===== config.mk =====
export PLATFORM = sky130hd
export DESIGN_NAME = sfu_sqrt_cell
export DESIGN_NICKNAME = d
export VERILOG_FILES = /design/src/rtl/spring_force_unit_top_macros.svh /design/src/rtl/sfu_sqrt_cell.sv
export SDC_FILE = /design/constraint.sdc
export NUM_CORES = 1
export LEC_CHECK = 0
export BUFFER_PORTS_ARGS = -buffer_cell sky130_fd_sc_hd__buf_2
export CORE_MARGIN = 4
export CORE_UTILIZATION = 49
export DETAILED_ROUTE_END_ITERATION = 10
export MAX_ROUTING_LAYER = met4
export PLACE_DENSITY = 0.88
export SYNTH_ARGS = -nofsm -noshare
export SYNTH_HDL_FRONTEND = slang
export SYNTH_SLANG_ARGS = --single-unit
export TNS_END_PERCENT = 5

===== constraint.sdc =====
create_clock -name clk -period 5.4 [get_ports clk]
set_clock_uncertainty 0.1 [all_clocks]
set_input_delay 1.62 -clock clk [delete_from_list [all_inputs] [get_ports clk]]
set_output_delay 1.62 -clock clk [all_outputs]
set_load 0.01 [all_outputs]

===== src/rtl/spring_force_unit_top_macros.svh =====
// assertion macros for the spring force unit
// used by spring_force_unit_top, no other dependencies
`ifndef SPRING_FORCE_UNIT_TOP_MACROS_SVH
`define SPRING_FORCE_UNIT_TOP_MACROS_SVH

// condition in a cycle implies consequence in the same cycle
`define SFU_ASSERT_NOW(lbl, ck, rs, ante, cons, msg) \
  lbl: assert property (@(posedge ck) disable iff (rs) (ante) |-> (cons)) else $error(msg);

// condition in a cycle implies consequence in the next cycle
`define SFU_ASSERT_NEXT(lbl, ck, rs, ante, cons, msg) \
  lbl: assert property (@(posedge ck) disable iff (rs) (ante) |=> (cons)) else $error(msg);

`endif


===== src/rtl/sfu_sqrt_cell.sv =====
// one radix-2 digit step of the integer square root
// no package dependencies, widths are fixed by its ports
module sfu_sqrt_cell (
  input  logic        clk,
  input  logic        en,
  input  logic [67:0] rad_in,
  input  logic [35:0] rem_in,
  input  logic [33:0] root_in,
  output logic [67:0] rad,
  output logic [35:0] rem,
  output logic [33:0] root
);

  logic [37:0] rem_sh;
  logic [37:0] trial;
  logic        ge;
  logic [37:0] diff;

  assign rem_sh = {rem_in, rad_in[67:66]};
  assign trial  = {2'b00, root_in, 2'b01};
  assign ge     = rem_sh >= trial;
  assign diff   = rem_sh - trial;

  always_ff @(posedge clk) begin
    if (en) begin
      rad  <= {rad_in[65:0], 2'b00};
      rem  <= ge ? diff[35:0] : rem_sh[35:0];
      root <= {root_in[32:0], ge};
    end
  end

endmodule


# Word level (Yosys, flattened, before mapping)
# Index checks and enable logic that the tools add are counted.
[word_totals]
output_inout_bits = 138
wordCells = 6
reg_bits = 136
in_bits = 140
[classes]
mux = 1
magnitude_cmp = 1
n_addsub = 1
[ops]
columns = ["op", "count"]
rows = [
  ["$ge 38x36->1", 1],
  ["$mux 36", 1],
  ["$sub 36x36->36", 1],
]

# Logic depth before layout (Yosys ltp)
[logic_depth]
ltp_word = 2
mapped_depth = 14

# Least setup slack after synthesis
# No wires, ideal clock.
[synth_path]
path_kind = "input to register"
startpoint = "input root_in[5]"
endpoint = "register rem[12] (data pin)"
arrival_time_ps = 3965
required_time_ps = 5038
setup_time_ps = 262
stages = 11
n_path_buf = 2
setup_slack_ps = 1073
cell_sequence = "inv_1 > ha_1 > buf_2 > a2111o_1 > o21ai_2 > o41a_2 > o21ai_2 > a31o_2 > a211oi_4 > buf_6 > mux2_1"
[synth_between]
elab_chain_cells = 2
elab_cells_between_ends = 3
cone_classes = "add/sub: 1; order compare: 1; mux: 1"
[synth_lines]
columns = ["item", "line_no", "text"]
rows = [
  ["from (decl)", "sfu_sqrt_cell.sv:8", "input logic [33:0] root_in,"],
  ["$sub 36x36->36 / $ge 38x36->1 (equally long branches)", "sfu_sqrt_cell.sv:22, sfu_sqrt_cell.sv:21", ""],
  ["$mux 36 *", "sfu_sqrt_cell.sv:27", "rem <= ge ? diff[35:0] : rem_sh[35:0];"],
  ["to (signal assigned)", "sfu_sqrt_cell.sv:27", ""],
  ["to (decl)", "sfu_sqrt_cell.sv:10", "output logic [35:0] rem,"],
]
# Mark *: on every way between the ends. The rest lies on a longest branch, timed or not.
# A chain may end at the register's enable or synchronous reset.

# Final worst setup path
[layout_path]
startpoint = "input root_in[14]"
endpoint = "register rem[33] (data pin)"
# The elaborated chain is that of the path after synthesis.

==> report_table.html <==
<table>
<tr><th>Metric</th><th>Value</th></tr>
<tr><th colspan="2">Run status</th></tr>
<tr><td>Outcome</td><td>finished clean</td></tr>
<tr><th colspan="2">Worst setup path</th></tr>
<tr><td>Data required time at the worst endpoint</td><td>5.46 ns</td></tr>
<tr><td>Largest stage delay on the critical path</td><td>0.71 ns</td></tr>
<tr><td>Critical path type</td><td>input pin to flop</td></tr>
<tr><td>Arrival time at the worst endpoint</td><td>4.55 ns</td></tr>
<tr><td>Most frequent cell on the critical path</td><td>sky130_fd_sc_hd__a21oi_1</td></tr>
<tr><td>Endpoint kind of the worst setup timing path</td><td>flop</td></tr>
<tr><td>CP max stage cell</td><td>sky130_fd_sc_hd__a2111oi_0</td></tr>
<tr><td>Buf/Inv on CP</td><td>2</td></tr>
<tr><td>Cell type group with the largest total delay on the critical path</td><td>compound AO/OA/AOI/OAI gates</td></tr>
<tr><td>Maximum fanout encountered on the critical timing path</td><td>8</td></tr>
<tr><td>Cells along the critical path</td><td>buf_2 &gt; inv_1 &gt; ha_1 &gt; a21oi_1 &gt; o21ai_0 &gt; a2111oi_0 &gt; nand3b_1 &gt; a21oi_1 &gt; o31ai_1 &gt; a21oi_1 &gt; xor2_1 &gt; o21ai_2</td></tr>
<tr><td>Worst Setup Start Kind</td><td>input pin</td></tr>
<tr><th colspan="2">Drt</th></tr>
<tr><td>Number of optimization iterations in the first detailed-route pass</td><td>5</td></tr>
<tr><td>Vias</td><td>5432</td></tr>
<tr><td>Drt first-iter violations</td><td>345</td></tr>
<tr><td>Average wire per cell in the routed design</td><td>18.0 um</td></tr>
<tr><td>ANT nets after route</td><td>0</td></tr>
<tr><td>Residual DRC</td><td>0</td></tr>
<tr><td>Via-to-Cell Ratio</td><td>5.36</td></tr>
<tr><td>Final Routed Wirelength</td><td>18200 um</td></tr>
<tr><th colspan="2">Power and ir drop</th></tr>
<tr><td>Worst supply voltage drop on vdd</td><td>0.186 mV</td></tr>
<tr><td>P_leak</td><td>3.90 nW</td></tr>
<tr><td>Areal power density over the cells</td><td>350 nW/um2</td></tr>
<tr><td>Reported net switching power</td><td>0.000792 W</td></tr>
<tr><td>Combinational share of power</td><td>18.5%</td></tr>
<tr><td>Final Total Pwr</td><td>0.00309 W</td></tr>
<tr><td>Proportion of total power due to net switching</td><td>25.6%</td></tr>
<tr><td>Clock network fraction of design power</td><td>38.8%</td></tr>
<tr><td>Part of the power in registers</td><td>42.7%</td></tr>
<tr><td>P_int</td><td>0.00230 W</td></tr>
<tr><th colspan="2">STA</th></tr>
<tr><td>Slew Viols, Final</td><td>0</td></tr>
<tr><td>Max Clock Freq</td><td>222 MHz</td></tr>
<tr><td>Hold Violations, Final</td><td>0</td></tr>
<tr><td>Slew of the pin with the lowest slew margin</td><td>0.772 ns</td></tr>
<tr><td>Count of endpoints failing setup in the final report</td><td>0</td></tr>
<tr><td>Normalized max-slew margin</td><td>47.2%</td></tr>
<tr><td>Part of the cycle the worst path needs</td><td>83.3%</td></tr>
<tr><td>Final total negative setup slack</td><td>0 ns</td></tr>
<tr><td>Min cycle time layout</td><td>4.50 ns</td></tr>
<tr><td>Setup repair after global routing missed its margin</td><td>no</td></tr>
<tr><th colspan="2">Worst hold path</th></tr>
<tr><td>Tightest Hold Check Type</td><td>input pin to flop</td></tr>
<tr><th colspan="2">Logic synthesis</th></tr>
<tr><td>Cell area after technology mapping</td><td>6700 um2</td></tr>
<tr><td>Post-synthesis area per instance</td><td>12.4 um2</td></tr>
<tr><td>Count of synthesis-stage warnings from yosys</td><td>0</td></tr>
<tr><td>Post-synth top flop</td><td>sky130_fd_sc_hd__edfxtp_1</td></tr>
<tr><td>Post-synth EDFFs</td><td>136</td></tr>
<tr><td>Post-synthesis instance total</td><td>539</td></tr>
<tr><td>Share of the yosys chip area belonging to registers</td><td>61.0%</td></tr>
<tr><td>Library cells used by synthesis</td><td>56</td></tr>
<tr><td>Share of synthesized registers carrying an async set or reset</td><td>0%</td></tr>
<tr><td>Post-synthesis register bit count</td><td>136</td></tr>
<tr><th colspan="2">Floorplanning</th></tr>
<tr><td>Die footprint</td><td>15600 um2</td></tr>
<tr><td>Overall die height</td><td>125 um</td></tr>
<tr><td>Top Ports</td><td>278</td></tr>
<tr><td>Die Width</td><td>125 um</td></tr>
<tr><td>Row count</td><td>42</td></tr>
<tr><td>Core area</td><td>13300 um2</td></tr>
<tr><td>Initial core utilization</td><td>50.4%</td></tr>
<tr><th colspan="2">Finish</th></tr>
<tr><td>Share of layout cells above drive strength 1</td><td>40.1%</td></tr>
<tr><td>Cell area after layout</td><td>8840 um2</td></tr>
<tr><td>Layout Nets</td><td>1000</td></tr>
<tr><td>Area of the multi-input gates</td><td>2330 um2</td></tr>
<tr><td>Reg area</td><td>4080 um2</td></tr>
<tr><td>Filler cells</td><td>1017</td></tr>
<tr><td>Area overhead of the layout relative to synthesis</td><td>32.0%</td></tr>
<tr><td>Commonest non-fill, non-tap cell in the layout</td><td>sky130_fd_sc_hd__buf_2</td></tr>
<tr><td>Commonest cells after routing, fill and taps aside</td><td>274 x sky130_fd_sc_hd__buf_2, 136 x sky130_fd_sc_hd__edfxtp_1, 57 x sky130_fd_sc_hd__nand2_1, 44 x sky130_fd_sc_hd__inv_1, 38 x sky130_fd_sc_hd__a21oi_1</td></tr>
<tr><th colspan="2">Clock network</th></tr>
<tr><td>Worst-path clk slew</td><td>0.06 ns</td></tr>
<tr><td>Maximum clock insertion buffer count</td><td>2</td></tr>
<tr><td>Root buf cell</td><td>sky130_fd_sc_hd__clkbuf_16</td></tr>
<tr><td>Gates resized, CTS repair</td><td>0</td></tr>
<tr><td>Depth of the CTS H-tree</td><td>4</td></tr>
<tr><td>Post-CTS setup repair buffer count</td><td>0</td></tr>
<tr><td>Total CTS buffers</td><td>17</td></tr>
<tr><td>TritonCTS Sinks</td><td>136</td></tr>
<tr><td>Hold-fix buffer count after cts</td><td>0</td></tr>
<tr><td>Clock tree from TritonCTS</td><td>yes</td></tr>
<tr><th colspan="2">Global routing</th></tr>
<tr><td>Antenna violations before repair</td><td>2</td></tr>
<tr><td>Via count of the first global-routing pass</td><td>5350</td></tr>
<tr><td>Total Routing Usage GR</td><td>23.7%</td></tr>
<tr><td>Gr ovfl total</td><td>0</td></tr>
<tr><td>Largest net degree at the start of global routing</td><td>84</td></tr>
<tr><td>Wire length of the first global-routing pass</td><td>28300 um</td></tr>
<tr><th colspan="2">Placed design</th></tr>
<tr><td>Placed cell areas</td><td>8230 um2</td></tr>
<tr><td>Number of buffer cells added on primary ports</td><td>275</td></tr>
<tr><td>HPWL after DPL</td><td>14200 um</td></tr>
<tr><td>Final weighted congestion in routability-driven placement</td><td>0.897</td></tr>
<tr><th colspan="2">Job</th></tr>
<tr><td>Count of maximum capacitance violations</td><td>0</td></tr>
</table>
## synth_stat cells (3+ instances only)
master,n,area (um2)
sky130_fd_sc_hd__nor3_1,6,30.0
sky130_fd_sc_hd__nor2b_1,8,50.1
sky130_fd_sc_hd__nand3_1,9,45.0
sky130_fd_sc_hd__nand2b_1,4,25.0
sky130_fd_sc_hd__buf_4,5,37.5
sky130_fd_sc_hd__o21ai_0,22,110
sky130_fd_sc_hd__ha_1,36,450
sky130_fd_sc_hd__edfxtp_1,136,4080
sky130_fd_sc_hd__nor2_1,23,86.3
sky130_fd_sc_hd__nand4_1,6,37.5
sky130_fd_sc_hd__a21o_1,14,105
sky130_fd_sc_hd__and3_1,3,18.8
sky130_fd_sc_hd__a21oi_1,38,190
sky130_fd_sc_hd__nand2_1,57,214
sky130_fd_sc_hd__buf_8,3,45.0
sky130_fd_sc_hd__inv_1,44,165
sky130_fd_sc_hd__clkbuf_1,6,22.5
sky130_fd_sc_hd__a31oi_1,7,43.8
sky130_fd_sc_hd__xnor2_1,17,149
sky130_fd_sc_hd__o211ai_1,3,22.5
sky130_fd_sc_hd__o21ai_2,22,193
sky130_fd_sc_hd__o21a_1,5,37.5
sky130_fd_sc_hd__o21bai_1,4,30.0
sky130_fd_sc_hd__a2111oi_0,3,26.3
sky130_fd_sc_hd__xor2_1,13,114
sky130_fd_sc_hd__o21ai_1,7,35.0
## kinds of logic (layout without fill, tap and decap cells)
| kind of cell | after synthesis | after routing | synth area share [%] |
|---|---|---|---|
| compound gates | 147 | 147 | 15.0 |
| flops | 136 | 136 | 61.0 |
| buf+inv | 60 | 356 | 4.28 |
| simple gates | 125 | 125 | 8.48 |
| fa+ha+maj | 36 | 36 | 6.72 |
| xor+xnor | 30 | 30 | 3.92 |
| mux | 4 | 4 | 0.635 |
| other cells | 1 | 4 | 0.0560 |
## power groups by stage
stage	sequential (W)	clock (W)	combinational [W]
6_report	0.00132	0.00120	0.000573
3_3_place_gp	0.00133	0	0.000558
2_1_floorplan	0.00140	0	0.000268
4_1_cts	0.00132	0.00122	0.000576
5_1_grt	0.00133	0.00127	0.000625
3_5_place_dp	0.00134	0	0.000572
## metrics by stage
stage	util [%]	worst slack, ns	hold slack [ns]	instances
3_5_place_dp	61.9	0.572	1.70	981
2_1_floorplan	-	1.07	1.62	540
3_3_place_gp	61.9	0.679	1.70	981
5_1_grt	66.5	0.705	1.26	1014
4_1_cts	66.5	1.01	1.26	1012
6_report	66.5	0.903	1.28	1014
## flip-flops by register name (all words and copies together) (netlist names)
| signal | count |
|---|---|
| rad | 66 |
| root | 34 |
| rem | 36 |
## final timing paths
path | start | slack, ns | end | depth (start not counted)
setup / recovery | root_in[14] | 0.90 | rem[33] | 12
hold / removal | rad_in[6] | 1.28 | rad[8] | 1
## layer usage
layer | vias up | track usage [%] | wire [um]
li1 | 2578 | - | -
met1 | 2567 | 25.9 | 6620
met2 | 252 | 42.5 | 9870
met3 | 35 | 5.37 | 1310
met4 | 0 | 8.61 | 444
met5 | - | - | 0
## final cells by class
type / instances / share of cell area (%)
multi-input combinational: 344 / 26.4
clock inverter: 12 / 1.98
sequential: 136 / 46.2
clock buffer: 19 / 4.90
inverter: 44 / 1.87
tap: 176 / 2.49
timing repair buffer: 281 / 16.1
antenna: 2 / 0.0566
(Power assumes the default switching activity.)
