### config.mk
export PLATFORM = sky130hd
export DESIGN_NAME = sfu_div_cell
export DESIGN_NICKNAME = d
export VERILOG_FILES = /design/src/rtl/spring_force_unit_top_macros.svh /design/src/rtl/sfu_div_cell.sv
export SDC_FILE = /design/constraint.sdc
export NUM_CORES = 1
export LEC_CHECK = 0
export BUFFER_PORTS_ARGS = -buffer_cell sky130_fd_sc_hd__buf_2
export CORE_ASPECT_RATIO = 0.75
export CORE_MARGIN = 4
export CORE_UTILIZATION = 30
export CTS_BUF_LIST = sky130_fd_sc_hd__clkbuf_4
export DETAILED_ROUTE_END_ITERATION = 10
export GPL_TIMING_DRIVEN = 0
export PLACE_DENSITY = 0.52
export SYNTH_ARGS = -nofsm -noshare
export SYNTH_HDL_FRONTEND = slang
export SYNTH_SLANG_ARGS = --single-unit
### constraint.sdc
create_clock -name clk -period 6.38 [get_ports clk]
set_clock_uncertainty 0.15 [all_clocks]
set_input_delay 0 -clock clk [delete_from_list [all_inputs] [get_ports clk]]
set_output_delay 0 -clock clk [all_outputs]
set_load 0.01 [all_outputs]
### src/rtl/spring_force_unit_top_macros.svh
// assertion macros for the spring force unit
// used by spring_force_unit_top, no other dependencies
`ifndef SPRING_FORCE_UNIT_TOP_MACROS_SVH
`define SPRING_FORCE_UNIT_TOP_MACROS_SVH

// condition in a cycle implies consequence in the same cycle
`define SFU_ASSERT_NOW(lbl, ck, rs, ante, cons, msg) \
  lbl: assert property (@(posedge ck) disable iff (rs) (ante) |-> (cons)) else $error(msg);

// condition in a cycle implies consequence in the next cycle
`define SFU_ASSERT_NEXT(lbl, ck, rs, ante, cons, msg) \
  lbl: assert property (@(posedge ck) disable iff (rs) (ante) |=> (cons)) else $error(msg);

`endif

### src/rtl/sfu_div_cell.sv
// one restoring divide step, one quotient bit per cell
// no package dependencies
module sfu_div_cell (
  input  logic        clk,
  input  logic        en,
  input  logic [49:0] den,
  input  logic [49:0] rem_in,
  input  logic [32:0] num_in,
  input  logic [32:0] q_in,
  output logic [49:0] rem,
  output logic [32:0] num,
  output logic [32:0] q
);

  logic [50:0] t;
  logic        ge;
  logic [50:0] diff;

  assign t    = {rem_in, num_in[32]};
  assign ge   = t >= {1'b0, den};
  assign diff = t - {1'b0, den};

  always_ff @(posedge clk) begin
    if (en) begin
      rem <= ge ? diff[49:0] : t[49:0];
      num <= {num_in[31:0], 1'b0};
      q   <= {q_in[31:0], ge};
    end
  end

endmodule

# == Word-level counts from Yosys, hierarchy flattened ==
# Index checks and enable logic that the tools add are counted.
# word_totals
reg_bits,115
in_bits,168
out_inout_bits,116
wordCells,6
# op_classes
n_addsub,1
n_lt_le_gt_ge,1
mux,1
# ops
op,n
51-bit by 50-bit >= comparator with 1-bit output,1
50-bit two-way mux,1
50-bit subtractor,1

# == Depth between registers and ports, before layout ==
# Gate-level depths: netlist (run 1).
# logic_depth
word_depth,2
ltp_mapped,14
mapped_depth_nobuf,13

# == Worst setup path after synthesis (run 1) ==
# No wires, ideal clock.
# synth_path
path_type,input-to-reg
start,in num_in[32]
end,reg rem[48] (data pin)
t_arrival_ps,2372
setup_slack_ps,3602
cell_stages,13
n_path_buf,0
cell_sequence,inv_1 ha_1 inv_1 fa_1 a211oi_1 o211ai_1 nand4_1 a21oi_1 or3_1 a211o_2 a211oi_2 xor2_1 o21ai_1
# synth_between
elab_chain_cells,2
elab_cells_between_ends,3
cone_classes,add/sub: 1; order compare: 1; mux: 1
# synth_rtl
item,line_no,rtl
start: declaration,sfu_div_cell.sv:8,"input logic [32:0] num_in,"
50-bit subtractor / 51-bit by 50-bit >= comparator with 1-bit output (equally long branches),"sfu_div_cell.sv:21, sfu_div_cell.sv:20",
50-bit two-way mux *,sfu_div_cell.sv:25,rem <= ge ? diff[49:0] : t[49:0];
end signal: assignment,sfu_div_cell.sv:25,
end: declaration,sfu_div_cell.sv:10,"output logic [49:0] rem,"
# Every way passes the cells marked *; elsewhere a longest branch is shown, timed or not.
# A chain may end at the register's enable or synchronous reset.

# == Worst setup path after layout (run 1) ==
# Ends and elaborated chain as after synthesis.

==> results of run 1 <==
-- logic make-up (layout without fill, tap and decap cells) --
logic type / after synthesis / after routing / share of synthesized area (%)
simple gates: 189 / 189 / 12.90
xor+xnor: 42 / 42 / 5.097
mux: 6 / 6 / 0.9708
flops: 115 / 115 / 47.85
compound gates: 216 / 216 / 18.55
buf+inv: 91 / 591 / 5.634
fa+ha+maj: 51 / 51 / 8.946
other cells: 1 / 2 / 0.05196
-- cells in the mapped netlist (6+ instances only) --
master and number:
sky130_fd_sc_hd__edfxtp_1 115, sky130_fd_sc_hd__nand2_1 84, sky130_fd_sc_hd__o21ai_0 69, sky130_fd_sc_hd__inv_1 65, sky130_fd_sc_hd__a21oi_1 64, sky130_fd_sc_hd__ha_1 50
sky130_fd_sc_hd__nor2_1 25, sky130_fd_sc_hd__a21o_1 22, sky130_fd_sc_hd__xnor2_1 22, sky130_fd_sc_hd__xor2_1 20, sky130_fd_sc_hd__nand3_1 14, sky130_fd_sc_hd__nand4_1 14
sky130_fd_sc_hd__o21bai_1 12, sky130_fd_sc_hd__clkbuf_1 10, sky130_fd_sc_hd__nor3_1 9, sky130_fd_sc_hd__and3_1 8, sky130_fd_sc_hd__buf_2 8, sky130_fd_sc_hd__a31oi_1 7
sky130_fd_sc_hd__o211ai_1 7, sky130_fd_sc_hd__nor4_1 6
-- final cells by class --
| cell class | instances | area, um^2 |
|---|---|---|
| antenna | 1 | 2.502 |
| buffer | 26 | 162.7 |
| clock buffer | 18 | 135.1 |
| clock inverter | 14 | 177.7 |
| fill | 2214 | 12150 |
| inverter | 65 | 244.0 |
| multi-input combinational | 505 | 3357 |
| sequential | 115 | 3453 |
| tap | 300 | 375.4 |
| timing repair buffer | 468 | 3302 |
-- worst max-delay path: stages --
cell	delay, ns
sky130_fd_sc_hd__dlygate4sd3_1	0.54
sky130_fd_sc_hd__buf_2	0.15
sky130_fd_sc_hd__inv_1	0.05
sky130_fd_sc_hd__ha_1	0.15
sky130_fd_sc_hd__inv_1	0.06
sky130_fd_sc_hd__fa_1	0.43
sky130_fd_sc_hd__a211oi_1	0.33
sky130_fd_sc_hd__o211ai_1	0.19
sky130_fd_sc_hd__nand4_1	0.18
sky130_fd_sc_hd__a21oi_1	0.17
sky130_fd_sc_hd__or3_1	0.37
sky130_fd_sc_hd__a211o_2	0.40
sky130_fd_sc_hd__a211oi_2	0.29
sky130_fd_sc_hd__xor2_1	0.19
sky130_fd_sc_hd__o21ai_1	0.08
sky130_fd_sc_hd__dlygate4sd3_1	0.56
-- worst max-delay path by stage --
stage / start / end / slack, ns / depth (start not counted)
after CTS: num_in[32] / rem[48] / 2.40 / 16
after floorplan: num_in[32] / rem[48] / 3.60 / 13
after detailed placement: den[3] / rem[31] / 2.85 / 13
final: num_in[32] / rem[48] / 2.36 / 16
after global routing: num_in[32] / rem[48] / 2.15 / 16
after global placement: den[2] / rem[31] / 2.83 / 13
-- flip-flops by register name (all words and copies together) (netlist names) --
signal,flops
rem,50
num,32
q,33
-- power groups by stage --
stage / clock network, mW / registers [mW] / logic, mW
floorplan: 0 / 1.03 / 0.329
global placement: 0 / 0.983 / 0.636
detailed placement: 0 / 0.979 / 0.640
CTS: 0.643 / 0.963 / 0.762
global route: 0.671 / 0.972 / 0.840
finish: 0.617 / 0.963 / 0.760
-- routing by layer --
layer / vias to the layer above / wire length (um) / part of all wire (%) / global-route usage [%]
met5: - / 7 / 0.028 / 0
met3: 23 / 1398 / 5.5 / 3.874
met1: 3366 / 11830 / 47 / 24.92
met4: 2 / 352 / 1.4 / 4.434
li1: 3584 / - / - / -
met2: 256 / 11750 / 46 / 31.20
-- per-stage QoR --
stage | hold WS (ns) | power, mW | worst slack, ns | area (um^2)
after floorplan | -0.05113 | 1.360 | 3.602 | 7217
after global placement | 0.02696 | 1.619 | 2.832 | 8999
after detailed placement | 0.02812 | 1.620 | 2.852 | 9032
after CTS | 0.00009648 | 2.368 | 2.404 | 11210
after global routing | -0.004260 | 2.484 | 2.154 | 11210
final | 0.05046 | 2.340 | 2.361 | 11210
-- what timing repair did --
| item | 4_1_cts | 5_1_grt |
|---|---|---|
| hold buffers | 186 | 0 |
| gates resized for setup | 0 | 0 |
| endpoints found under the hold margin | 166 | 0 |
==> impl_metrics.tcl, run 1 <==
set metrics [dict create \
    status "completed" \
    max_freq_mhz 248.8 \
    drt-initial-drc-count 430 \
    critical_path.startpoint_type "primary input" \
    end_kind "register" \
    netlist_top_cells_area "sky130_fd_sc_hd__edfxtp_1, sky130_fd_sc_hd__ha_1, sky130_fd_sc_hd__o21ai_0" \
    grt_pass1_vias 7321 \
    grt_start_max_net_pins 75 \
    routed_wl_um 25330 \
    placeableCoreArea_mm2 0.02336 \
    start_util_pct 30.89 \
    power_per_cell_area_mw_per_mm2 208.8 \
    synth_top_flop_cell "sky130_fd_sc_hd__edfxtp_1" \
    grt_overflow_total 0 \
    synth-edff-count 115 \
    finish.cell_count_without_fillers 1512 \
    die_width_um 187.1 \
    unrepaired_setup_endpoints_after_global_routing "no" \
    mappedNetlistArea_mm2 0.007217 \
    detailed_place_hpwl_um 18680 \
    final_core_utilization_pct 47.98 \
    most-common-layout-cells "sky130_fd_sc_hd__buf_2, sky130_fd_sc_hd__dlygate4sd3_1, sky130_fd_sc_hd__edfxtp_1" \
    min_to "q[27]" \
    routed-via-count 7231 \
    numPlacedInstances 1293 \
    layout-drive-gt1-share_pct 29.07 \
    synth_top_area_cell "sky130_fd_sc_hd__edfxtp_1" \
    drc 0 \
    grt_pass1_wl_um 39350 \
    placementRows 48 \
    reg_clk_slew_reported_paths_ns 0.12 \
    p_comb_share_pct 32.5 \
    grt_use_total_pct 18.59 \
    numCtsBuffers 17 \
    hold_path_class "primary input to register" \
    ys_seq_elements 115 \
    layout_min_cycle_time_ns 4.019 \
    critical_path_required_ns 6.50 \
    slew_headroom_pct 45.95 \
    switchingPower_uw 758.7 \
    synth-warning-count 0 \
    cap_violations 0 \
    design.portCount 284 \
    ys_seq_area_share_pct 47.85 \
    postCtsSetupBuffers 0 \
    max_slew_violation_count 0 \
    die_y_um 142.3 \
    p_int_mw 1.581 \
    area_delta_synth_final_pct 55.32 \
    leakage_nw 5.032 \
    worst-endpoint-arrival_ns 4.14 \
    ctsRootBufferMaster "sky130_fd_sc_hd__clkbuf_4" \
    p_sw_share_pct 32.42 \
    mapped_nets 930 \
    buffer_ports.inserted 281 \
    finalSetupViolCount 0 \
    antenna_found_initial 2 \
    num-nets-final 1417 \
    cts_tree "built" \
    drt_pre_antenna_iters 5 \
    cts_sinks 115 \
    maximum_buffer_depth_of_the_clock_tree 2 \
    synthDominantCellAreaShare_pct 47.85 \
    tightestPinTransition_ns 0.8035 \
    final-hold-violation-count 0 \
    holdPathStages 2 \
    setup_total_negative_slack_ns 0 \
    most_common_library_cell_in_the_layout_ignoring_fill_and_taps "sky130_fd_sc_hd__buf_2" \
    die_footprint_mm2 0.02663 \
    yosysUniqueCellTypes 71 \
    path_class "primary input to register" \
    synthCells 711 \
    fraction_of_registers_with_async_set_or_reset_after_synthesis_pct 0 \
    power.ir.vdd_worst_v 0.0001098 \
    route.antenna.remaining_nets 0 \
    average_detailed_routed_wire_length_per_instance_um 16.75 \
    share_seq_of_total_power_pct 41.2 \
    share_clk_of_total_power_pct 26.4 \
    htree_levels 4 \
    cp_max_fo 6 \
    finalCritPeriodShare_pct 62.99 \
    post_synth.cell_area_avg_um2 10.15 \
    globalplace.congestion 0.8491 \
    drt-vias-per-instance 4.782 \
    startpoint_of_the_worst_hold_path "q_in[26]" \
]
Power figures use the tool's default switching activity.
==> run 2: changes to the inputs <==
clock period = 3.7 ns   (was 6.38 ns; I/O delays follow)
==> impl_metrics.tcl, run 2 (synthesis gave the netlist of run 1 again) <==
set metrics [dict create \
    status "completed" \
    drt_pre_antenna_iters 5 \
    grt_overflow_total 0 \
    antenna_found_initial 3 \
    layout-drive-gt1-share_pct 30.29 \
    p_sw_share_pct 32.51 \
    grt_pass1_wl_um 39390 \
    globalplace.congestion 0.8491 \
    biggestRegsByFlops "rem (50), q (33), num (32)" \
    design.portCount 284 \
    worst-endpoint-arrival_ns 3.74 \
    grt_use_total_pct 18.61 \
    grt_pass1_vias 7342 \
    die_y_um 142.3 \
    buffer_ports.inserted 281 \
    most_common_library_cell_in_the_layout_ignoring_fill_and_taps "sky130_fd_sc_hd__buf_2" \
    critical_path_required_ns 3.85 \
    leakage_nw 5.068 \
    holdPathStages 2 \
    final-hold-violation-count 0 \
    cp_max_fo 10 \
    routed-via-count 7279 \
    area_delta_synth_final_pct 57.04 \
    num-nets-final 1421 \
    layout_min_cycle_time_ns 3.588 \
    finish.cell_count_without_fillers 1517 \
    tightestPinTransition_ns 0.6421 \
    share_seq_of_total_power_pct 40.9 \
    n_fill_cell 2215 \
    maximum_buffer_depth_of_the_clock_tree 2 \
    share_clk_of_total_power_pct 26.1 \
    path_class "primary input to register" \
    critical_path.startpoint_type "primary input" \
    cts_sinks 115 \
    hold_path_class "primary input to register" \
    slew_headroom_pct 56.81 \
    average_detailed_routed_wire_length_per_instance_um 16.84 \
    routed_wl_um 25540 \
    htree_levels 4 \
    placeableCoreArea_mm2 0.02336 \
    numCtsBuffers 17 \
    detailed_place_hpwl_um 18680 \
    end_kind "register" \
    switchingPower_mw 1.321 \
    drt-vias-per-instance 4.798 \
    numPlacedInstances 1293 \
    finalSetupViolCount 0 \
    route.antenna.remaining_nets 0 \
    ctsRootBufferMaster "sky130_fd_sc_hd__clkbuf_4" \
    setup_total_negative_slack_ns 0 \
    die_width_um 187.1 \
    start_util_pct 30.89 \
    power.ir.vdd_worst_v 0.0001891 \
    max_slew_violation_count 0 \
    cap_violations 0 \
    grt_start_max_net_pins 75 \
    cts_tree "built" \
    die_footprint_mm2 0.02663 \
    finalCritPeriodShare_pct 96.98 \
    largest_register "rem" \
    p_int_mw 2.743 \
    p_comb_share_pct 33.0 \
    most-common-layout-cells "sky130_fd_sc_hd__buf_2, sky130_fd_sc_hd__dlygate4sd3_1, sky130_fd_sc_hd__edfxtp_1" \
    largest_reg_flops 50 \
    drt-initial-drc-count 396 \
    reg_clk_slew_reported_paths_ns 0.13 \
    max_freq_mhz 278.7 \
    placementRows 48 \
    drc 0 \
    power_per_cell_area_mw_per_mm2 358.6 \
]
-- run 2: changes by cell type in the layout (fill, tap and decap cells not counted), moves of 2 or more --
cell / change
sky130_fd_sc_hd__buf_4: +2
sky130_fd_sc_hd__o21ai_1: -2
sky130_fd_sc_hd__clkbuf_2: +2
sky130_fd_sc_hd__dlygate4sd3_1: +3
sky130_fd_sc_hd__a21oi_1: -6
sky130_fd_sc_hd__clkbuf_1: -3
sky130_fd_sc_hd__a21oi_2: +5
-- run 2: stage by stage --
| step | power [mW] | utilization, % | hold slack [ns] | area [um^2] | setup slack [ns] |
|---|---|---|---|---|---|
| after floorplan | 2.345 | - | -0.05113 | 7217 | 0.9215 |
| after global placement | 2.792 | 38.52 | 0.02696 | 8999 | 0.1519 |
| after detailed placement | 2.793 | 38.66 | 0.02812 | 9032 | 0.1719 |
| after CTS | 4.088 | 48.10 | 0.00009648 | 11240 | 0.01126 |
| after global routing | 4.310 | 48.51 | 0.001169 | 11330 | -0.001213 |
| final | 4.064 | 48.51 | 0.05006 | 11330 | 0.1119 |
-- run 2: worst max-delay path, stage by stage --
cell and delay, ns:
sky130_fd_sc_hd__dlygate4sd3_1 0.53, sky130_fd_sc_hd__buf_2 0.13, sky130_fd_sc_hd__ha_1 0.39, sky130_fd_sc_hd__a21oi_2 0.21, sky130_fd_sc_hd__o21ai_0 0.15, sky130_fd_sc_hd__a32oi_2 0.32
sky130_fd_sc_hd__nand2_1 0.14, sky130_fd_sc_hd__o21ai_4 0.26, sky130_fd_sc_hd__o2111ai_4 0.22, sky130_fd_sc_hd__nand2_4 0.13, sky130_fd_sc_hd__buf_6 0.17, sky130_fd_sc_hd__buf_6 0.20
sky130_fd_sc_hd__mux2_1 0.33, sky130_fd_sc_hd__dlygate4sd3_1 0.55
-- run 2: area by class of cell --
type	count	area, um^2	share of cell area [%]
clock inverter	14	177.7	1.568
buffer	25	161.4	1.424
multi-input combinational	505	3435	30.30
clock buffer	18	135.1	1.192
tap	300	375.4	3.312
antenna	2	5.005	0.04416
timing repair buffer	473	3347	29.53
sequential	115	3453	30.47
inverter	65	244.0	2.153
-- run 2: timing repair --
action                     in CTS  in global routing
setup endpoints to repair       0                 18
hold buffers                  189                  0
resized for setup               0                 21
buffers inserted                0                  2
hold endpoints to repair      166                  0
-- run 2: worst paths after layout --
path | from | end
max | rem_in[19] | rem[19]
min | q_in[26] | q[27]
-- run 2: power groups by stage --
stage	sequential [mW]	clock, mW	combinational, mW
after floorplan	1.78	0	0.568
after global placement	1.69	0	1.10
after detailed placement	1.69	0	1.10
after CTS	1.66	1.11	1.32
after global routing	1.68	1.16	1.48
final	1.66	1.06	1.34
-- run 2: per-layer routing --
| metal | vias up | wire, um | track usage, % |
|---|---|---|---|
| met1 | 3417 | 12040 | 24.99 |
| li1 | 3590 | - | - |
| met2 | 253 | 11880 | 31.15 |
| met3 | 17 | 1301 | 3.874 |
| met5 | - | 7 | 0 |
| met4 | 2 | 304 | 4.434 |
